File: src/hdl/tcdc_pkg.sv
// ----------------------------------------------------------------------------
// tcdc_pkg: shared definitions for the two-channel dimmer controller
// Field widths, request and register codes, reset defaults and helpers.
// ----------------------------------------------------------------------------
package tcdc_pkg;

  localparam int LEVEL_W    = 6;   // brightness index
  localparam int COLOR_W    = 5;   // color index
  localparam int DELAY_W    = 15;  // idle tick counter
  localparam int STORED_W   = 8;   // stored brightness and color
  localparam int PEND_W     = 8;   // pending encoder movement, signed
  localparam int DELTA_W    = 5;   // encoder delta, signed
  localparam int TIDX_W     = 6;   // table index field
  localparam int TVAL_W     = 16;  // table value field
  localparam int WEIGHT_W   = 9;   // color weight, 0..256
  localparam int DUTY_W     = 16;
  localparam int FRAC_SHIFT = 8;
  localparam int PROD_W     = TVAL_W + WEIGHT_W;
  localparam int CFG_IDX_W  = 3;
  localparam int CFG_DATA_W = 15;

  localparam int DEF_BRIGHT_LEVELS = 64;
  localparam int DEF_COLOR_LEVELS  = 32;

  localparam logic [WEIGHT_W-1:0] WEIGHT_FULL = 9'd256;
  localparam logic signed [PEND_W-1:0] PEND_MAX = 8'sd127;
  localparam logic signed [PEND_W-1:0] PEND_MIN = -8'sd127;

  localparam logic [LEVEL_W-1:0]  RST_LEVEL_MIN     = 6'd1;
  localparam logic [LEVEL_W-1:0]  RST_LEVEL_MAX     = 6'd63;
  localparam logic [COLOR_W-1:0]  RST_COLOR_MIN     = 5'd0;
  localparam logic [COLOR_W-1:0]  RST_COLOR_MAX     = 5'd31;
  localparam logic [COLOR_W-1:0]  RST_COLOR_NEUTRAL = 5'd16;
  localparam logic [DELAY_W-1:0]  RST_OFF_DELAY     = 15'd1000;
  localparam logic [STORED_W-1:0] RST_STORED_BRIGHT = 8'd1;
  localparam logic [STORED_W-1:0] RST_STORED_COLOR  = 8'd16;

  typedef enum logic [1:0] {
    REQ_TICK        = 2'd0,
    REQ_LOAD_BRIGHT = 2'd1,
    REQ_LOAD_COLOR  = 2'd2,
    REQ_START       = 2'd3
  } req_t;

  typedef enum logic [CFG_IDX_W-1:0] {
    CFG_LEVEL_MIN     = 3'd0,
    CFG_LEVEL_MAX     = 3'd1,
    CFG_COLOR_MIN     = 3'd2,
    CFG_COLOR_MAX     = 3'd3,
    CFG_COLOR_NEUTRAL = 3'd4,
    CFG_OFF_DELAY     = 3'd5,
    CFG_STORED_BRIGHT = 3'd6,
    CFG_STORED_COLOR  = 3'd7
  } cfg_idx_t;

  // Status flags that travel with an item down the pipeline.
  typedef struct packed {
    logic               output_on;
    logic               power_off;
    logic [LEVEL_W-1:0] save_brightness;
    logic [COLOR_W-1:0] save_color;
  } status_t;

  // Clamp a widened sum of pending movement and a new delta to -127..127.
  function automatic logic signed [PEND_W-1:0] sat127(input logic signed [PEND_W:0] v);
    logic signed [PEND_W-1:0] r;
    if (v > 9'sd127) begin
      r = PEND_MAX;
    end else if (v < -9'sd127) begin
      r = PEND_MIN;
    end else begin
      r = v[PEND_W-1:0];
    end
    return r;
  endfunction

endpackage

File: src/hdl/two_channel_dimmer_control_top.sv
// An accepted item's table reads are registered in stage 1, and its duties
// then go into the output register after the multiply; out_ready can stall both.
// Throughput: one item per cycle while out_ready holds high; the controller
// state is updated in the accept cycle and both table reads use that state.
// Reset clears the controller state and the configuration registers to their
// defaults; the two lookup tables are not cleared and must be loaded.
// ----------------------------------------------------------------------------
// two_channel_dimmer_control_top: warm/cool LED dimmer controller
// Encoder-driven brightness and color stepping, power and neutral buttons,
// idle power-off, and table-based warm and cool duty generation.
// ----------------------------------------------------------------------------
module two_channel_dimmer_control_top #(
  parameter int BRIGHT_LEVELS = tcdc_pkg::DEF_BRIGHT_LEVELS,
  parameter int COLOR_LEVELS  = tcdc_pkg::DEF_COLOR_LEVELS
) (
  input  logic                                clk,
  input  logic                                rst,

  // Configuration write port.
  input  logic                                cfg_wr_en,
  input  logic [tcdc_pkg::CFG_IDX_W-1:0]      cfg_index,
  input  logic [tcdc_pkg::CFG_DATA_W-1:0]     cfg_data,

  // Input item channel.
  input  logic                                in_valid,
  output logic                                in_ready,
  input  logic [1:0]                          req_type,
  input  logic signed [tcdc_pkg::DELTA_W-1:0] bright_delta,
  input  logic signed [tcdc_pkg::DELTA_W-1:0] color_delta,
  input  logic                                power_press,
  input  logic                                neutral_press,
  input  logic [tcdc_pkg::TIDX_W-1:0]         table_index,
  input  logic [tcdc_pkg::TVAL_W-1:0]         table_value,

  // Result item channel.
  output logic                                out_valid,
  input  logic                                out_ready,
  output logic [tcdc_pkg::DUTY_W-1:0]         warm_duty,
  output logic [tcdc_pkg::DUTY_W-1:0]         cool_duty,
  output logic                                output_on,
  output logic                                power_off,
  output logic [tcdc_pkg::LEVEL_W-1:0]        save_brightness,
  output logic [tcdc_pkg::COLOR_W-1:0]        save_color
);

  // Table address widths. The index fields are widened first so that a table
  // larger than the index range still gets a well-formed address.
  localparam int BA_W = $clog2(BRIGHT_LEVELS);
  localparam int CA_W = $clog2(COLOR_LEVELS);
  localparam int BX_W = (BA_W > tcdc_pkg::TIDX_W) ? BA_W : tcdc_pkg::TIDX_W;
  localparam int CX_W = (CA_W > tcdc_pkg::TIDX_W) ? CA_W : tcdc_pkg::TIDX_W;

  // --------------------------------------------------------------------------
  // Configuration registers
  // --------------------------------------------------------------------------
  logic [tcdc_pkg::LEVEL_W-1:0]  level_min;
  logic [tcdc_pkg::LEVEL_W-1:0]  level_max;
  logic [tcdc_pkg::COLOR_W-1:0]  color_min;
  logic [tcdc_pkg::COLOR_W-1:0]  color_max;
  logic [tcdc_pkg::COLOR_W-1:0]  color_neutral;
  logic [tcdc_pkg::DELAY_W-1:0]  off_delay;
  logic [tcdc_pkg::STORED_W-1:0] stored_bright;
  logic [tcdc_pkg::STORED_W-1:0] stored_color;

  always_ff @(posedge clk) begin
    if (rst) begin
      level_min     <= tcdc_pkg::RST_LEVEL_MIN;
      level_max     <= tcdc_pkg::RST_LEVEL_MAX;
      color_min     <= tcdc_pkg::RST_COLOR_MIN;
      color_max     <= tcdc_pkg::RST_COLOR_MAX;
      color_neutral <= tcdc_pkg::RST_COLOR_NEUTRAL;
      off_delay     <= tcdc_pkg::RST_OFF_DELAY;
      stored_bright <= tcdc_pkg::RST_STORED_BRIGHT;
      stored_color  <= tcdc_pkg::RST_STORED_COLOR;
    end else if (cfg_wr_en) begin
      unique case (cfg_index)
        tcdc_pkg::CFG_LEVEL_MIN:     level_min     <= cfg_data[tcdc_pkg::LEVEL_W-1:0];
        tcdc_pkg::CFG_LEVEL_MAX:     level_max     <= cfg_data[tcdc_pkg::LEVEL_W-1:0];
        tcdc_pkg::CFG_COLOR_MIN:     color_min     <= cfg_data[tcdc_pkg::COLOR_W-1:0];
        tcdc_pkg::CFG_COLOR_MAX:     color_max     <= cfg_data[tcdc_pkg::COLOR_W-1:0];
        tcdc_pkg::CFG_COLOR_NEUTRAL: color_neutral <= cfg_data[tcdc_pkg::COLOR_W-1:0];
        tcdc_pkg::CFG_OFF_DELAY:     off_delay     <= cfg_data[tcdc_pkg::DELAY_W-1:0];
        tcdc_pkg::CFG_STORED_BRIGHT: stored_bright <= cfg_data[tcdc_pkg::STORED_W-1:0];
        tcdc_pkg::CFG_STORED_COLOR:  stored_color  <= cfg_data[tcdc_pkg::STORED_W-1:0];
        default: ;
      endcase
    end
  end

  // --------------------------------------------------------------------------
  // Pipeline handshake
  // --------------------------------------------------------------------------
  // Stage 1 holds the registered table reads, the output register holds the
  // finished duties. Each stage moves whenever the one after it has room, so
  // a new item is taken while a finished result still waits.
  logic s1_valid;
  logic in_accept;
  logic s1_move;

  assign s1_move   = s1_valid && (!out_valid || out_ready);
  assign in_ready  = !s1_valid || !out_valid || out_ready;
  assign in_accept = in_valid && in_ready;

  // --------------------------------------------------------------------------
  // Controller state and its update in the accept cycle
  // --------------------------------------------------------------------------
  logic [tcdc_pkg::LEVEL_W-1:0]        bright_index, bright_index_next;
  logic [tcdc_pkg::COLOR_W-1:0]        color_index, color_index_next;
  logic [tcdc_pkg::LEVEL_W-1:0]        saved_bright, saved_bright_next;
  logic [tcdc_pkg::DELAY_W-1:0]        idle_ticks, idle_ticks_next;
  logic signed [tcdc_pkg::PEND_W-1:0]  pending_bright, pending_bright_next;
  logic signed [tcdc_pkg::PEND_W-1:0]  pending_color, pending_color_next;
  logic                                pending_neutral, pending_neutral_next;
  logic                                halted, halted_next;

  logic signed [tcdc_pkg::PEND_W:0]    db_sum, dc_sum;
  logic signed [tcdc_pkg::PEND_W-1:0]  db, dc;
  logic                                neu;
  logic [tcdc_pkg::LEVEL_W-1:0]        b_step;
  logic [tcdc_pkg::COLOR_W-1:0]        c_step;
  logic [tcdc_pkg::LEVEL_W-1:0]        b_tick;
  logic [tcdc_pkg::DELAY_W-1:0]        idle_inc;

  assign db_sum = {pending_bright[tcdc_pkg::PEND_W-1], pending_bright}
                + {{(tcdc_pkg::PEND_W + 1 - tcdc_pkg::DELTA_W){bright_delta[tcdc_pkg::DELTA_W-1]}},
                   bright_delta};
  assign dc_sum = {pending_color[tcdc_pkg::PEND_W-1], pending_color}
                + {{(tcdc_pkg::PEND_W + 1 - tcdc_pkg::DELTA_W){color_delta[tcdc_pkg::DELTA_W-1]}},
                   color_delta};
  assign db  = tcdc_pkg::sat127(db_sum);
  assign dc  = tcdc_pkg::sat127(dc_sum);
  assign neu = pending_neutral | neutral_press;

  // One step of brightness and color in the direction of the movement.
  always_comb begin
    b_step = bright_index;
    if (db > 0 && bright_index < level_max) begin
      b_step = bright_index + 6'd1;
    end
    if (db < 0 && b_step > level_min) begin
      b_step = b_step - 6'd1;
    end
    c_step = color_index;
    if (dc > 0 && color_index < color_max) begin
      c_step = color_index + 5'd1;
    end
    if (dc < 0 && c_step > color_min) begin
      c_step = c_step - 5'd1;
    end
  end

  always_comb begin
    bright_index_next    = bright_index;
    color_index_next     = color_index;
    saved_bright_next    = saved_bright;
    idle_ticks_next      = idle_ticks;
    pending_bright_next  = pending_bright;
    pending_color_next   = pending_color;
    pending_neutral_next = pending_neutral;
    halted_next          = halted;
    b_tick               = bright_index;
    idle_inc             = idle_ticks + 15'd1;

    unique case (req_type)
      tcdc_pkg::REQ_START: begin
        if (stored_bright < {2'b00, level_min} || stored_bright > {2'b00, level_max}) begin
          bright_index_next = level_min;
        end else begin
          bright_index_next = stored_bright[tcdc_pkg::LEVEL_W-1:0];
        end
        if (stored_color < {3'b000, color_min} || stored_color > {3'b000, color_max}) begin
          color_index_next = color_neutral;
        end else begin
          color_index_next = stored_color[tcdc_pkg::COLOR_W-1:0];
        end
        saved_bright_next    = bright_index_next;
        idle_ticks_next      = '0;
        pending_bright_next  = '0;
        pending_color_next   = '0;
        pending_neutral_next = 1'b0;
        halted_next          = 1'b0;
      end
      tcdc_pkg::REQ_TICK: begin
        if (!halted) begin
          if (bright_index >= level_min) begin
            // Output on: step, then apply the buttons, then drop pending.
            b_tick           = b_step;
            color_index_next = c_step;
            if (power_press) begin
              saved_bright_next = b_step;
              b_tick            = '0;
            end
            if (neu) begin
              color_index_next = color_neutral;
            end
            pending_bright_next  = '0;
            pending_color_next   = '0;
            pending_neutral_next = 1'b0;
          end else begin
            // Output off: movement waits until the output comes back on.
            if (power_press) begin
              b_tick = saved_bright;
            end
            pending_bright_next  = db;
            pending_color_next   = dc;
            pending_neutral_next = neu;
          end
          bright_index_next = b_tick;
          if (b_tick == '0) begin
            idle_ticks_next = idle_inc;
            if (idle_inc == off_delay) begin
              halted_next = 1'b1;
            end
          end else begin
            idle_ticks_next = '0;
          end
        end
      end
      default: ;  // table loads leave the controller state alone
    endcase
  end

  always_ff @(posedge clk) begin
    if (rst) begin
      bright_index    <= '0;
      color_index     <= '0;
      saved_bright    <= '0;
      idle_ticks      <= '0;
      pending_bright  <= '0;
      pending_color   <= '0;
      pending_neutral <= 1'b0;
      halted          <= 1'b0;
    end else if (in_accept) begin
      bright_index    <= bright_index_next;
      color_index     <= color_index_next;
      saved_bright    <= saved_bright_next;
      idle_ticks      <= idle_ticks_next;
      pending_bright  <= pending_bright_next;
      pending_color   <= pending_color_next;
      pending_neutral <= pending_neutral_next;
      halted          <= halted_next;
    end
  end

  // --------------------------------------------------------------------------
  // Lookup tables: one write and one registered read each per cycle
  // --------------------------------------------------------------------------
  logic [tcdc_pkg::TVAL_W-1:0]   bright_mem [BRIGHT_LEVELS];
  logic [tcdc_pkg::WEIGHT_W-1:0] color_mem  [COLOR_LEVELS];

  logic [BX_W-1:0] b_wr_ext, b_rd_ext;
  logic [CX_W-1:0] c_wr_ext, c_rd_ext;
  logic [BA_W-1:0] b_wr_addr, b_rd_addr;
  logic [CA_W-1:0] c_wr_addr, c_rd_addr;
  logic            b_wr_en, c_wr_en;
  logic            b_rd_ok, c_rd_ok;
  logic [tcdc_pkg::WEIGHT_W-1:0] c_wr_data;

  assign b_wr_ext  = BX_W'(table_index);
  assign c_wr_ext  = CX_W'(table_index);
  assign b_rd_ext  = BX_W'(bright_index_next);
  assign c_rd_ext  = CX_W'(color_index_next);
  assign b_wr_addr = b_wr_ext[BA_W-1:0];
  assign c_wr_addr = c_wr_ext[CA_W-1:0];
  assign b_rd_addr = b_rd_ext[BA_W-1:0];
  assign c_rd_addr = c_rd_ext[CA_W-1:0];

  assign b_wr_en = in_accept && (req_type == tcdc_pkg::REQ_LOAD_BRIGHT)
                && (32'(table_index) < BRIGHT_LEVELS);
  assign c_wr_en = in_accept && (req_type == tcdc_pkg::REQ_LOAD_COLOR)
                && (32'(table_index) < COLOR_LEVELS);
  assign b_rd_ok = 32'(bright_index_next) < BRIGHT_LEVELS;
  assign c_rd_ok = 32'(color_index_next) < COLOR_LEVELS;

  // Color weights saturate at full scale.
  assign c_wr_data = (table_value > 16'(tcdc_pkg::WEIGHT_FULL))
                   ? tcdc_pkg::WEIGHT_FULL : table_value[tcdc_pkg::WEIGHT_W-1:0];

  always_ff @(posedge clk) begin
    if (b_wr_en) begin
      bright_mem[b_wr_addr] <= table_value;
    end
    if (c_wr_en) begin
      color_mem[c_wr_addr] <= c_wr_data;
    end
  end

  // --------------------------------------------------------------------------
  // Stage 1: registered reads. A load that writes the very entry its own
  // result reads is forwarded, since the array returns the old word then.
  // --------------------------------------------------------------------------
  logic [tcdc_pkg::TVAL_W-1:0]   s1_b_mem;
  logic [tcdc_pkg::WEIGHT_W-1:0] s1_c_mem;
  logic                          s1_b_fwd, s1_c_fwd;
  logic                          s1_b_ok, s1_c_ok;
  logic [tcdc_pkg::TVAL_W-1:0]   s1_fwd_val;
  logic [tcdc_pkg::WEIGHT_W-1:0] s1_c_fwd_val;
  tcdc_pkg::status_t             s1_status;

  always_ff @(posedge clk) begin
    if (in_accept) begin
      s1_b_mem     <= bright_mem[b_rd_addr];
      s1_c_mem     <= color_mem[c_rd_addr];
      s1_b_fwd     <= b_wr_en && (table_index == bright_index_next);
      s1_c_fwd     <= c_wr_en && (table_index == {1'b0, color_index_next});
      s1_b_ok      <= b_rd_ok;
      s1_c_ok      <= c_rd_ok;
      s1_fwd_val   <= table_value;
      s1_c_fwd_val <= c_wr_data;
      s1_status.output_on       <= bright_index_next >= level_min;
      s1_status.power_off       <= halted_next;
      s1_status.save_brightness <= saved_bright_next;
      s1_status.save_color      <= color_index_next;
    end
  end

  always_ff @(posedge clk) begin
    if (rst) begin
      s1_valid <= 1'b0;
    end else if (in_accept) begin
      s1_valid <= 1'b1;
    end else if (s1_move) begin
      s1_valid <= 1'b0;
    end
  end

  // --------------------------------------------------------------------------
  // Stage 2: duty multiply into the output register
  // --------------------------------------------------------------------------
  logic [tcdc_pkg::TVAL_W-1:0]   bval;
  logic [tcdc_pkg::WEIGHT_W-1:0] w, w_inv;
  logic [tcdc_pkg::PROD_W-1:0]   prod_warm, prod_cool;

  always_comb begin
    if (!s1_b_ok) begin
      bval = '0;
    end else if (s1_b_fwd) begin
      bval = s1_fwd_val;
    end else begin
      bval = s1_b_mem;
    end
    if (!s1_c_ok) begin
      w = '0;
    end else if (s1_c_fwd) begin
      w = s1_c_fwd_val;
    end else begin
      w = s1_c_mem;
    end
  end

  assign w_inv     = tcdc_pkg::WEIGHT_FULL - w;
  assign prod_warm = tcdc_pkg::PROD_W'(bval) * tcdc_pkg::PROD_W'(w);
  assign prod_cool = tcdc_pkg::PROD_W'(bval) * tcdc_pkg::PROD_W'(w_inv);

  always_ff @(posedge clk) begin
    if (s1_move) begin
      warm_duty       <= prod_warm[tcdc_pkg::FRAC_SHIFT +: tcdc_pkg::DUTY_W];
      cool_duty       <= prod_cool[tcdc_pkg::FRAC_SHIFT +: tcdc_pkg::DUTY_W];
      output_on       <= s1_status.output_on;
      power_off       <= s1_status.power_off;
      save_brightness <= s1_status.save_brightness;
      save_color      <= s1_status.save_color;
    end
  end

  always_ff @(posedge clk) begin
    if (rst) begin
      out_valid <= 1'b0;
    end else if (s1_move) begin
      out_valid <= 1'b1;
    end else if (out_ready) begin
      out_valid <= 1'b0;
    end
  end

  // --------------------------------------------------------------------------
  // Assertions
  // --------------------------------------------------------------------------
  // The block only halts with the output fully off, and nothing but a start
  // brings it back.
  a_halt_dark: assert property (@(posedge clk) disable iff (rst)
    halted |-> (bright_index == '0))
    else $error("halted with nonzero brightness");

  a_halt_sticky: assert property (@(posedge clk) disable iff (rst)
    (halted && !(in_accept && req_type == tcdc_pkg::REQ_START)) |=> halted)
    else $error("halt cleared without a start item");

  a_start_runs: assert property (@(posedge clk) disable iff (rst)
    (in_accept && req_type == tcdc_pkg::REQ_START) |=> !halted)
    else $error("start item left the block halted");

  // Pending movement is clamped symmetrically, so the most negative code
  // never appears.
  a_pend_range: assert property (@(posedge clk) disable iff (rst)
    (pending_bright != 8'sh80) && (pending_color != 8'sh80))
    else $error("pending movement out of range");

  // With the output register empty the pipeline must take new items.
  a_no_bubble_stall: assert property (@(posedge clk) disable iff (rst)
    !out_valid |-> in_ready)
    else $error("input stalled with an empty output register");

endmodule
File: config.mk
export PLATFORM = sky130hd
export DESIGN_NAME = two_channel_dimmer_control_top
export DESIGN_NICKNAME = d
export VERILOG_FILES = /design/src/hdl/tcdc_pkg.sv /design/src/hdl/two_channel_dimmer_control_top.sv
export SDC_FILE = /design/constraint.sdc
export NUM_CORES = 2
export LEC_CHECK = 0
export ABC_AREA = 0
export BUFFER_PORTS_ARGS = -buffer_cell sky130_fd_sc_hd__buf_2
export CAP_MARGIN = 20
export CORE_ASPECT_RATIO = 0.7
export CORE_MARGIN = 1.5
export CORE_UTILIZATION = 59
export CTS_BUF_LIST = sky130_fd_sc_hd__clkbuf_8
export DETAILED_ROUTE_END_ITERATION = 7
export HOLD_SLACK_MARGIN = 0.05
export PLACE_DENSITY = 0.87
export SYNTH_ARGS = -nofsm -noshare
export SYNTH_HDL_FRONTEND = slang
export SYNTH_SLANG_ARGS = --single-unit
File: constraint.sdc
create_clock -name clk -period 6.9 [get_ports clk]
set_input_delay 0 -clock clk [delete_from_list [all_inputs] [get_ports clk]]
set_output_delay 0 -clock clk [all_outputs]
set_load 0.005 [all_outputs]
# Word-level counts from Yosys, hierarchy flattened
# Memory sizes are Yosys's and may differ from the RTL's. A register that Yosys moved wholly into a read port is not among the register bits.
# Index checks and enable logic that the tools add are counted.
# totals
register_bits,195
latch_bits,0
ram_bits,1312
rom_bits,0
out_inout_bits,47
n_memories,2
# op_classes
n_addsub,8
multipliers,2
n_div,0
n_lt_le_gt_ge,20
n_eq_ne,14
shift,0
muxes,52
bitwise_logic,1
n_reduce_logical,33
# mem_list
name,words,width,rd,rd_clocked_by_memory_dff,write_ports,line_no,rtl
bright_mem,64,16,1,1,1,two_channel_dimmer_control_top.sv:248,logic [tcdc_pkg::TVAL_W-1:0] bright_mem [BRIGHT_LEVELS];
color_mem,32,9,1,1,1,two_channel_dimmer_control_top.sv:249,logic [tcdc_pkg::WEIGHT_W-1:0] color_mem [COLOR_LEVELS];
# ops
operator,n
6-bit two-way mux,12
8-bit two-way mux,8
16-bit by 9-bit multiplier with 24-bit output,2
8-bit case mux with 2 select lines,2
15-bit two-way mux,2
5-bit two-way mux,6
15-bit case mux with 2 select lines,1
6-bit case mux with 2 select lines,2
8-bit by 5-bit adder with 9-bit output,2
9-bit by 8-bit greater-than comparator with 1-bit output (second input constant),2
9-bit by 8-bit < comparator with 1-bit output (second input constant),2
9-bit two-way mux,2
16-bit by 9-bit greater-than comparator with 1-bit output (second input constant),1
8-bit by 1-bit greater-than comparator with 1-bit output (second input constant),2
8-bit by 1-bit < comparator with 1-bit output (second input constant),2
16-bit two-way mux,1
2-bit AND reduction,8
15-bit by 1-bit adder with 15-bit output (second input constant),1
15-bit equality test,1
1-bit two-way mux,13
3-bit equality test (second input constant),4
6-bit >= comparator,2
1-bit logical AND,11
5-bit case mux with 2 select lines,1
30 further kinds,40

# Logic depth before layout (Yosys ltp)
# depth
ltp_word,18
depth_mapped,28
mapped_depth_nobuf,27

# Worst setup path after synthesis
# Ideal clock, no wire load.
# synth_timing
path_type,register -> register
from,reg s1_b_fwd
to,"reg warm_duty[15] (netlist bit), data pin"
setup_ns,0.260
arrival_ns,6.826
t_required_ns,6.640
path_slack_ns,-0.186
stages_incl_launch_ff,24
synth_period_minus_slack_ns,7.086
cell_sequence,edfxtp_1 clkbuf_1 clkbuf_1 clkbuf_1 buf_1 mux2i_1 nor2_1 fa_1 fa_1 fa_1 inv_1 fa_1 inv_1 ha_1 or3_1 o21ai_0 a211oi_1 o311a_1 o41a_1 a21o_1 a21o_1 a2111oi_0 nor3_1 xnor2_1
# synth_via
elab_chain_cells,2
# synth_lines
element,line_no,rtl
start: declaration,two_channel_dimmer_control_top.sv:294,"logic s1_b_fwd, s1_c_fwd;"
start signal: assignment,two_channel_dimmer_control_top.sv:304,s1_b_fwd <= b_wr_en && (table_index == bright_index_next);
16-bit two-way mux,two_channel_dimmer_control_top.sv:337,end else if (s1_b_fwd) begin
16-bit by 9-bit multiplier with 24-bit output,two_channel_dimmer_control_top.sv:352,assign prod_warm = tcdc_pkg::PROD_W'(bval) * tcdc_pkg::PROD_W'(w);
net prod_warm (one bit),two_channel_dimmer_control_top.sv:332,"logic [tcdc_pkg::PROD_W-1:0] prod_warm, prod_cool;"
end signal: assignment,two_channel_dimmer_control_top.sv:357,warm_duty <= prod_warm[tcdc_pkg::FRAC_SHIFT +: tcdc_pkg::DUTY_W];
end: declaration,two_channel_dimmer_control_top.sv:38,"output logic [tcdc_pkg::DUTY_W-1:0] warm_duty,"
# The timed path passes the listed nets, and every way through them passes these cells.
# A chain may end at the register's enable or synchronous reset.

# Worst setup path after layout
# layout_timing
from,reg pending_bright[0] (netlist bit)
to,"reg s1_b_mem[1] (netlist bit) (read register of bright_mem), data pin"
# layout_via
elab_chain_cells,16
# layout_lines
element,line_no,rtl
start: declaration,two_channel_dimmer_control_top.sv:111,"logic signed [tcdc_pkg::PEND_W-1:0] pending_bright, pending_bright_next;"
start signal: assignment,two_channel_dimmer_control_top.sv:238,pending_bright <= pending_bright_next;
8-bit by 5-bit adder with 9-bit output (*),two_channel_dimmer_control_top.sv:125,"+ {{(tcdc_pkg::PEND_W + 1 - tcdc_pkg::DELTA_W){bright_delta[tcdc_pkg::DELTA_W-1]}},"
9-bit by 8-bit < comparator with 1-bit output,tcdc_pkg.sv:69,end else if (v < -9'sd127) begin
8-bit two-way mux,tcdc_pkg.sv:69,
8-bit two-way mux (*),tcdc_pkg.sv:67,if (v > 9'sd127) begin
8-bit by 1-bit greater-than comparator with 1-bit output,two_channel_dimmer_control_top.sv:137,if (db > 0 && bright_index < level_max) begin
1-bit logical AND,two_channel_dimmer_control_top.sv:137,
6-bit two-way mux,two_channel_dimmer_control_top.sv:137,
6-bit greater-than comparator,two_channel_dimmer_control_top.sv:140,if (db < 0 && b_step > level_min) begin
1-bit logical AND,two_channel_dimmer_control_top.sv:140,
6-bit two-way mux (*),two_channel_dimmer_control_top.sv:140,
6-bit two-way mux (*),two_channel_dimmer_control_top.sv:189,if (power_press) begin
6-bit two-way mux (*),two_channel_dimmer_control_top.sv:185,if (bright_index >= level_min) begin
6-bit two-way mux (*),two_channel_dimmer_control_top.sv:184,if (!halted) begin
6-bit two-way mux (*),two_channel_dimmer_control_top.sv:164,unique case (req_type)
6-bit two-way mux (*),two_channel_dimmer_control_top.sv:184,
6-bit case mux with 2 select lines (*),two_channel_dimmer_control_top.sv:164,
end: declaration,two_channel_dimmer_control_top.sv:292,logic [tcdc_pkg::TVAL_W-1:0] s1_b_mem;
# Mark *: on every way between the ends. The rest lies on a longest branch, timed or not. The select of a mux whose other input is x is not followed.

==> impl_metrics.toml <==
[global_routing]
grt_pass1_wl_mm = 297
gr-total-overflow = 0
grt_max_degree = 89
antenna_found_initial = 5
grt_use_total = 0.323
grt_pass1_vias = 48003

[clocking]
numCtsBuffers = 209
clockBufferDepth = 3
clock_sinks = 1532
htreeDepth = 4
clock_latency_ns = 0.99
path_clk_slew_ns = 0.07
cts_tree = "yes"
cts_root_buf = "clkbuf_8"

[placement]
dp_slack_ns = 0.0233
hpwl_mm = 128
numPlacedInstances = 7049
port_buffers = 105
gp_congestion = 0.974

[setup_path]
worstPathArrival_ns = 7.40
cp-end-kind = "flop"
r2r_cells = 26
crit_required_ns = 7.59
rr_endpoint = "s1_b_mem[1]$_DFFE_PP_"
worstSetupStartpointType = "flop"
rr_startpoint = "pending_bright[0]$_SDFFE_PP0P_"
cp_max_fo = 36
r2r_slack_ns = 0.19
criticalPathCategory = "flop to flop"

[worst_hold_path]
hold_path.class = "input port to flop"
min_path_cells = 2
hp-start = "table_value[2]"
hold_path_end = "s1_fwd_val[2]$_DFFE_PP_"

[layout]
layout.cells.non_filler = 7575
nets = 6195
drive_gt1_frac = 0.141
syn_to_final_growth_pct = 12.9

[floorplanning]
core_area_mm2 = 0.120
pin_count = 106
start_util = 0.598
die_y_um = 295
dieArea_mm2 = 0.124
fp.dieW_um = 420
num_rows = 106

[routing]
post-route-drc-count = 0
via_per_inst = 6.52
drtAntennaViolNets = 0
routedWlPerCell_um = 26.9
first_pass_iters = 7
routed_wl_mm = 203
drt_iter0_drc = 8025
route.vias.total = 49376

[synth]
synth.area.top_cells = "edfxtp_1 60%, fa_1 5.5%, mux2i_1 4.8%"
yosysSeqAreaShare = 0.627
ys_types = 100
yosysTopAreaCell = "edfxtp_1"
synthArstFlopShare = 0
synth_nets = 5746
syn_area_per_cell_um2 = 13.4
synth_seq_cells = 1532
synth_warnings = 0
synth.top_cell.area_share = 0.596
synthCells = 5336
synth_area_mm2 = 0.0717
synth_enable_flop_cells = 1422
synth_ff_type = "edfxtp_1"

[sta]
slew_violations = 0
fmax_ghz = 0.149
finalHoldViolations = 0
hold_slack_ns = 0.125
setup_viol = 0
slew_headroom = 0.229
setup_slack_ns = 0.186
worst_slew_pin_slew_ns = 1.13
finClkSkew_ns = 0.0872
finalCritPeriodShare = 0.973
post-route-min-period_ns = 6.71

[power]
pwr-share-comb = 0.375
switchingPower_mw = 10.0
ir_worst_vdd_uv = 676
internal-power_mw = 18.2
clock_power_share = 0.237
leakagePower_nw = 30.1
power_frac_seq = 0.388
sw_frac_of_total = 0.356
powerDensity_mw_per_mm2 = 348

[status]
outcome = "completed"

[run]
cap_viol_max_count = 0
==> power groups by stage <==
| stage | registers [mW] | logic [mW] | clock network [mW] |
|---|---|---|---|
| 2_1_floorplan | 11.1 | 6.99 | 0 |
| 3_3_place_gp | 11.1 | 9.71 | 0 |
| 3_5_place_dp | 11.1 | 10.0 | 0 |
| 4_1_cts | 10.9 | 10.2 | 6.65 |
| 5_1_grt | 10.9 | 11.7 | 7.04 |
| 6_report | 10.9 | 10.6 | 6.69 |
==> final cells by class <==
| class | instances | area [µm²] |
|---|---|---|
| clock inverters | 167 | 988 |
| diodes | 1 | 2.50 |
| multi-input cells | 3253 | 24600 |
| fillers | 7775 | 39000 |
| inverters | 261 | 996 |
| flip-flops and latches | 1532 | 44900 |
| repair buffers | 528 | 4480 |
| clock buffers | 213 | 2930 |
| well taps | 1620 | 2030 |
==> worst max path at each step <==
stage	start	to	slack (ns)	cells after the start
5_1_grt	s1_c_fwd$_DFFE_PP_	cool_duty[15]$_DFFE_PP_	-0.08	22
6_report	pending_bright[0]$_SDFFE_PP0P_	s1_b_mem[1]$_DFFE_PP_	0.19	26
3_5_place_dp	s1_c_fwd$_DFFE_PP_	cool_duty[15]$_DFFE_PP_	0.02	27
2_1_floorplan	s1_b_fwd$_DFFE_PP_	warm_duty[15]$_DFFE_PP_	0.15	23
4_1_cts	s1_c_fwd$_DFFE_PP_	cool_duty[15]$_DFFE_PP_	0.004	27
3_3_place_gp	s1_c_fwd$_DFFE_PP_	cool_duty[15]$_DFFE_PP_	-0.46	26
==> flip-flops by register name, summed over array words and instances (netlist names), 6 cells and up <==
name,cells
stored_bright,8
s1_fwd_val,16
stored_color,8
level_max,6
s1_status,13
color_mem,288
save_brightness,6
bright_mem,1024
cool_duty,16
level_min,6
s1_c_mem,9
warm_duty,16
pending_color,8
idle_ticks,15
pending_bright,8
bright_index,6
s1_b_mem,16
s1_c_fwd_val,9
saved_bright,6
off_delay,15
==> synthesized netlist by cell type, drive strengths merged, types with 22 or more instances <==
cell / instances
a211oi: 22
a21oi: 216
a221oi: 76
a22o: 35
a22oi: 35
a311oi: 31
a32oi: 69
and3: 52
buf: 130
clkbuf: 161
dfxtp: 110
edfxtp: 1422
fa: 196
ha: 155
inv: 259
mux2: 32
mux2i: 341
mux4: 50
nand2: 825
nand2b: 36
nand3: 101
nand4: 53
nor2: 342
nor3: 88
o21a: 27
o21ai: 60
o22ai: 29
o31ai: 23
xnor2: 66
xor2: 27
==> worst max-delay path: stages, from the launching register on <==
cell and delay, ns:
dfxtp_1 0.31, ha_1 0.21, fa_1 0.44, a211o_1 0.30
o21ai_0 0.10, xnor2_1 0.17, a2111oi_4 0.33, buf_4 0.20
a21oi_4 0.09, buf_4 0.16, xnor2_2 0.15, ha_1 0.20
nand3b_1 0.14, a21o_1 0.19, a21oi_4 0.18, mux2i_1 0.14
a311oi_4 0.37, mux2_4 0.37, o311ai_4 0.34, buf_4 0.25
buf_6 0.26, buf_16 0.27, mux2i_1 0.14, mux2i_1 0.27
o22ai_1 0.13, or4_1 0.59, o311ai_2 0.16
==> routing by layer <==
layer	wire, µm	track usage	vias up	part of all wire
met5	21	0	-	0.00010
met4	8030	0.121	4	0.039
met3	33200	0.0990	606	0.16
met2	88900	0.480	4113	0.44
met1	73200	0.451	23978	0.36
li1	-	-	20675	-
==> logic make-up after synthesis <==
logic type / after synthesis / synth area share
mux: 423 / 0.0684
xor+xnor: 93 / 0.0114
buf+inv: 552 / 0.0351
simple gates: 1604 / 0.0973
flops: 1532 / 0.627
fa+ha+maj: 351 / 0.0818
compound gates: 781 / 0.0794
==> metrics by stage <==
step	cell area, µm²	total power [mW]	setup TNS, ns	utilization
3_3_place_gp	75100	20.8	-1.24	0.626
2_1_floorplan	71700	18.1	0	-
3_5_place_dp	75200	21.2	0	0.627
5_1_grt	80900	29.7	-0.213	0.675
6_report	80900	28.2	0	0.675
4_1_cts	80300	27.8	0	0.670
==> layout by cell type, fill, tap and decap left out, types with 21 or more instances in the layout <==
cell / count
a21oi_1: 211
a221oi_1: 70
a22o_1: 34
a22oi_1: 34
a311oi_1: 30
a32oi_1: 67
and3_1: 52
buf_2: 107
buf_4: 264
clkbuf_8: 213
clkinv_1: 48
clkinv_2: 24
dfxtp_1: 110
dlygate4sd3_1: 116
edfxtp_1: 1422
fa_1: 196
ha_1: 154
inv_1: 329
mux2_2: 29
mux2i_1: 338
mux4_2: 50
nand2_1: 821
nand2b_1: 36
nand3_1: 101
nand4_1: 53
nor2_1: 336
nor3_1: 85
o21a_1: 27
o21ai_0: 53
o22ai_1: 29
o31ai_1: 21
xnor2_1: 62
xor2_1: 27
==> timing repair <==
action	CTS	global route
buffers inserted	0	17
endpoints found under the setup margin	0	35
gates resized for setup	0	63
hold endpoints to repair	1409	0
hold buffers	116	0
Note: power is estimated with default switching activity, not from simulation.
